File: config.mk
export PLATFORM = sky130hd
export DESIGN_NAME = tcpc_merge
export DESIGN_NICKNAME = d
export VERILOG_FILES = /design/src/rtl/tcpc_pkg.sv /design/src/rtl/tcpc_merge.sv
export SDC_FILE = /design/constraint.sdc
export NUM_CORES = 1
export LEC_CHECK = 0
export ABC_CLOCK_PERIOD_IN_PS = 7800
export BUFFER_PORTS_ARGS = -buffer_cell sky130_fd_sc_hd__buf_2
export CORE_MARGIN = 5
export CORE_UTILIZATION = 40
export CTS_CLUSTER_DIAMETER = 50
export CTS_CLUSTER_SIZE = 16
export DETAILED_ROUTE_END_ITERATION = 10
export PLACE_DENSITY = 0.71
export SLEW_MARGIN = 20
export SYNTH_ARGS = -nofsm -noshare
export SYNTH_HDL_FRONTEND = slang
export SYNTH_SLANG_ARGS = --single-unit
File: constraint.sdc
create_clock -name clk_i -period 7.8 [get_ports clk_i]
set_input_delay 0.78 -clock clk_i [delete_from_list [all_inputs] [get_ports clk_i]]
set_output_delay 0.78 -clock clk_i [all_outputs]
set_load 0.03 [all_outputs]
File: src/rtl/tcpc_pkg.sv
`timescale 1ns / 1ps

package tcpc_pkg;

  localparam int ROW_W  = 64;
  localparam int PAIR_W = 13;
  localparam int CFG_W  = 7;
  localparam int BYTE_N = ROW_W / 8;

  typedef enum logic [2:0] {
    S_LOAD,
    S_CLOSE,
    S_COUNT,
    S_DRAIN,
    S_EMIT
  } tcpc_state_e;

  typedef struct packed {
    logic load;
    logic clear;
    logic shift;
    logic or_en;
  } tcpc_lane_ctrl_t;

endpackage

File: src/rtl/tcpc_merge.sv
`timescale 1ns / 1ps

module tcpc_merge #(
  parameter int NODES = 64,
  parameter int CW    = $clog2(NODES * NODES + 1)
) (
  input  logic             clk_i,
  input  logic             rst_ni,
  input  logic             valid_i,
  input  logic             clear_i,
  input  logic [NODES-1:0] row_i,
  output logic [CW-1:0]    count_o
);
  import tcpc_pkg::*;

  localparam int PW = $clog2(ROW_W + 1);

  logic [ROW_W-1:0] row_w;
  logic [3:0]       byte_cnt_d [BYTE_N];
  logic [3:0]       byte_cnt_q [BYTE_N];
  logic [PW-1:0]    pop_d, pop_q;
  logic             v1_q, v2_q;
  logic [CW-1:0]    acc_q, acc_d;

  assign row_w = ROW_W'(row_i);

  always_comb begin
    for (int b = 0; b < BYTE_N; b++) begin
      byte_cnt_d[b] = '0;
      for (int j = 0; j < 8; j++) begin
        byte_cnt_d[b] = byte_cnt_d[b] + 4'(row_w[b*8 + j]);
      end
    end
  end

  always_comb begin
    pop_d = '0;
    for (int b = 0; b < BYTE_N; b++) begin
      pop_d = pop_d + PW'(byte_cnt_q[b]);
    end
  end

  always_comb begin
    acc_d = acc_q;
    if (clear_i) begin
      acc_d = '0;
    end else if (v2_q) begin
      acc_d = CW'(acc_q + CW'(pop_q));
    end
  end

  always_ff @(posedge clk_i or negedge rst_ni) begin
    if (!rst_ni) begin
      v1_q  <= 1'b0;
      v2_q  <= 1'b0;
      acc_q <= '0;
    end else begin
      v1_q  <= valid_i;
      v2_q  <= v1_q;
      acc_q <= acc_d;
    end
  end

  always_ff @(posedge clk_i) begin
    byte_cnt_q <= byte_cnt_d;
    pop_q      <= pop_d;
  end

  assign count_o = acc_q;

endmodule

==> reports/qor.txt <==
Max Transition Viols Final - 0
max incr delay on CP - 0.54 ns
number of synthesized flops with an enable pin - 0
layout cells sized above 1 - 20.2%
Crit. End Element - flop
crit-path cells - inv_1 -> fa_1 -> inv_1 -> fa_1 -> fa_1 -> inv_1 -> fa_1 -> inv_1 -> ha_1 -> inv_1 -> fa_1 -> nor2b_1 -> o21ai_0 -> nand2b_1
initial antenna violation count - 0
grt total ovfl - 0
1st-pass router iterations - 4
vias in the first global route - 2824
total wire length - 6.68 mm
final net count - 612
most frequent cells in the layout - inv_1, buf_2, fa_1, dfxtp_1, ha_1
fillcell total - 943
Synth Cell Area - 3910 sq um
status - completed
Setup Viol. Count Final - 0
Post-CTS Hold Buffers - 0
Clock Latency Late Sink - 0.30 ns
skew final - 0.0109 ns
top cell type's share of synthesized area - 28.7%
CTS tree - built
actual slew at the worst max-slew pin - 0.530 ns
GRT Total Usage - 12.5%
Synth cell types - 35
die area - 11800 sq um
slowest CP cell - fa_1
internal cell power - 1.21 mW
via/cell ratio - 4.45
Sink Count - 54
initial detailed-routing violation count - 43
Root Driver - clkbuf_8
Core Rows - 36
final setup margin - 4.24 ns
commonest non-fill, non-tap cell in the layout - inv_1
Yosys reg bits - 54
hpwl dp - 5.85 mm
Hold Vio Cnt, Final - 0
die height - 109 microns
Cells after Synth - 367
FFs w/ async S/R, synth - 27.8%
post-cts resize count - 0
RSZ-0062 raised after global routing - false
switching power - 1.03 mW
placed cell areas - 4450 sq um
CTS buffer count - 5
CTS max path bufs - 2
period utilization - 45.6%
Reg clk slew, reported paths - 0.10 ns
VDD IR max - 0.000324 V
Remaining DRCs - 0
HP Class - reg2reg
postcts setup bufs - 0
ANT nets after route - 0
Synth area leader - fa_1
io pins - 81
Post-Place Worst Slack - 4.24 ns
Fmax achieved - 281 MHz
first-pass GRT wire length - 11.9 mm
Critical Path RT - 8.05 ns
synth-to-layout area growth - 16.1%
CP Max Fanout - 2
leakage - 2.54 nW
global placement routability congestion - 0.800
max_cap viols - 0
Final min period - 3.56 ns
CTS H-tree lvls - 2
diodes inserted - 0
Flop pwr share - 20.4%
Max transition margin - 64.7%
Sw Ratio - 45.9%
largest net degree at the start of global routing - 19
total negative slack - 0 ns
Clk pwr share - 6.8%
synth warn - 0
Finished Cell Area - 4540 sq um
core footprint - 9640 sq um
Vias - 2598
combinational power share - 72.8%
die width - 109 microns
Top FF cell, synth - dfxtp_1
Startpoint Class - flop
Initial Util - 40.5%
CP arrival - 3.81 ns
Crit Path Category - reg2reg
drt wl/cell - 11.4 microns
post-synthesis sequential area ratio - 29.6%
buffer and inverter count on the worst path - 5
pwr dens - 493 nW/um^2
final hold slack - 0.360 ns
Port Buffers - 80
Mean Syn Cell Area - 10.6 sq um
top cells by area, synth - fa_1, dfxtp_1, ha_1
CP delay by family, top - adder cells
Syn Nets - 529
state kept, by name, summed over array words and instances, names as in the netlist:
name	count
v1_q	1
byte_cnt_q	32
v2_q	1
count_o	13
pop_q	7
metal layers:
metal  GRT usage, %  share of wire, %
met1           14.5                39
met2           23.0                54
met3           2.78               5.3
met4           3.34               1.6
met5              0                 0
worst reg2reg max path, delay by kind of cell (launching register included):
family,cells,cell delay [ns]
compound gates,1,0.08
fa+ha+maj,6,2.63
buf+inv,5,0.29
flops,1,0.32
simple gates,2,0.20
power groups by stage:
| stage | logic (mW) | clock network [mW] | registers (mW) |
|---|---|---|---|
| 2_1_floorplan | 1.25 | 0 | 0.480 |
| 3_3_place_gp | 1.53 | 0 | 0.462 |
| 3_5_place_dp | 1.66 | 0 | 0.464 |
| 4_1_cts | 1.68 | 0.158 | 0.458 |
| 5_1_grt | 1.96 | 0.171 | 0.470 |
| 6_report | 1.63 | 0.151 | 0.456 |
worst paths after layout:
path	startpoint	end	slack, ns	cells after the start
min in group asynchronous	rst_ni	count_o[5]$_DFFE_PN0P_	0.37	1
worst max register to register	byte_cnt_q[2]$_DFF_P_	pop_q[6]$_DFF_P_	4.24	14
worst max-delay path	byte_cnt_q[2]$_DFF_P_	pop_q[6]$_DFF_P_	4.24	14
max in group asynchronous	rst_ni	count_o[3]$_DFFE_PN0P_	7.17	1
worst min register to register	v1_q$_DFF_PN0_	v2_q$_DFF_PN0_	0.36	0
worst min-delay path	v1_q$_DFF_PN0_	v2_q$_DFF_PN0_	0.36	0
cells in the mapped netlist, types with 3 or more instances:
cell,number
a211o_1,7
a21o_1,4
a21oi_1,19
and4b_1,4
dfrtp_1,15
dfxtp_1,39
fa_1,56
ha_1,38
inv_1,122
nor2_1,5
nor2b_1,9
nor4b_1,4
o21ai_0,3
o31ai_1,4
or4_1,4
xnor2_1,5
xor2_1,6
stage by stage:
step	power [mW]	utilization, %	cells
after floorplan	1.73	-	367
after CTS	2.30	47.1	584
after global routing	2.60	47.1	584
final	2.24	47.1	584
after global placement	1.99	46.2	576
after detailed placement	2.13	46.2	576
cell families (layout without fill, tap and decap cells):
group | count (synthesis) | in the layout | share of synthesized area [%]
DFF | 54 | 54 | 29.6
buffers and inverters | 126 | 210 | 12.3
adders and majority gates | 94 | 94 | 40.9
xor gates and xnor gates | 11 | 11 | 2.47
and+or+nand+nor | 36 | 36 | 6.25
muxes | 2 | 2 | 0.513
AOI/OAI and AO/OA | 44 | 44 | 8.01
area by class of cell:
type                       instances  area [sq um]  area share, %
multi-input combinational        187          2270           50.0
sequential                        54          1160           25.5
inverter                         122           458           10.1
timing repair buffer              80           400           8.83
tap                              133           166           3.67
clock buffer                       6          72.6           1.60
clock inverter                     2          13.8          0.303
Note: power is estimated with default switching activity, not from simulation.
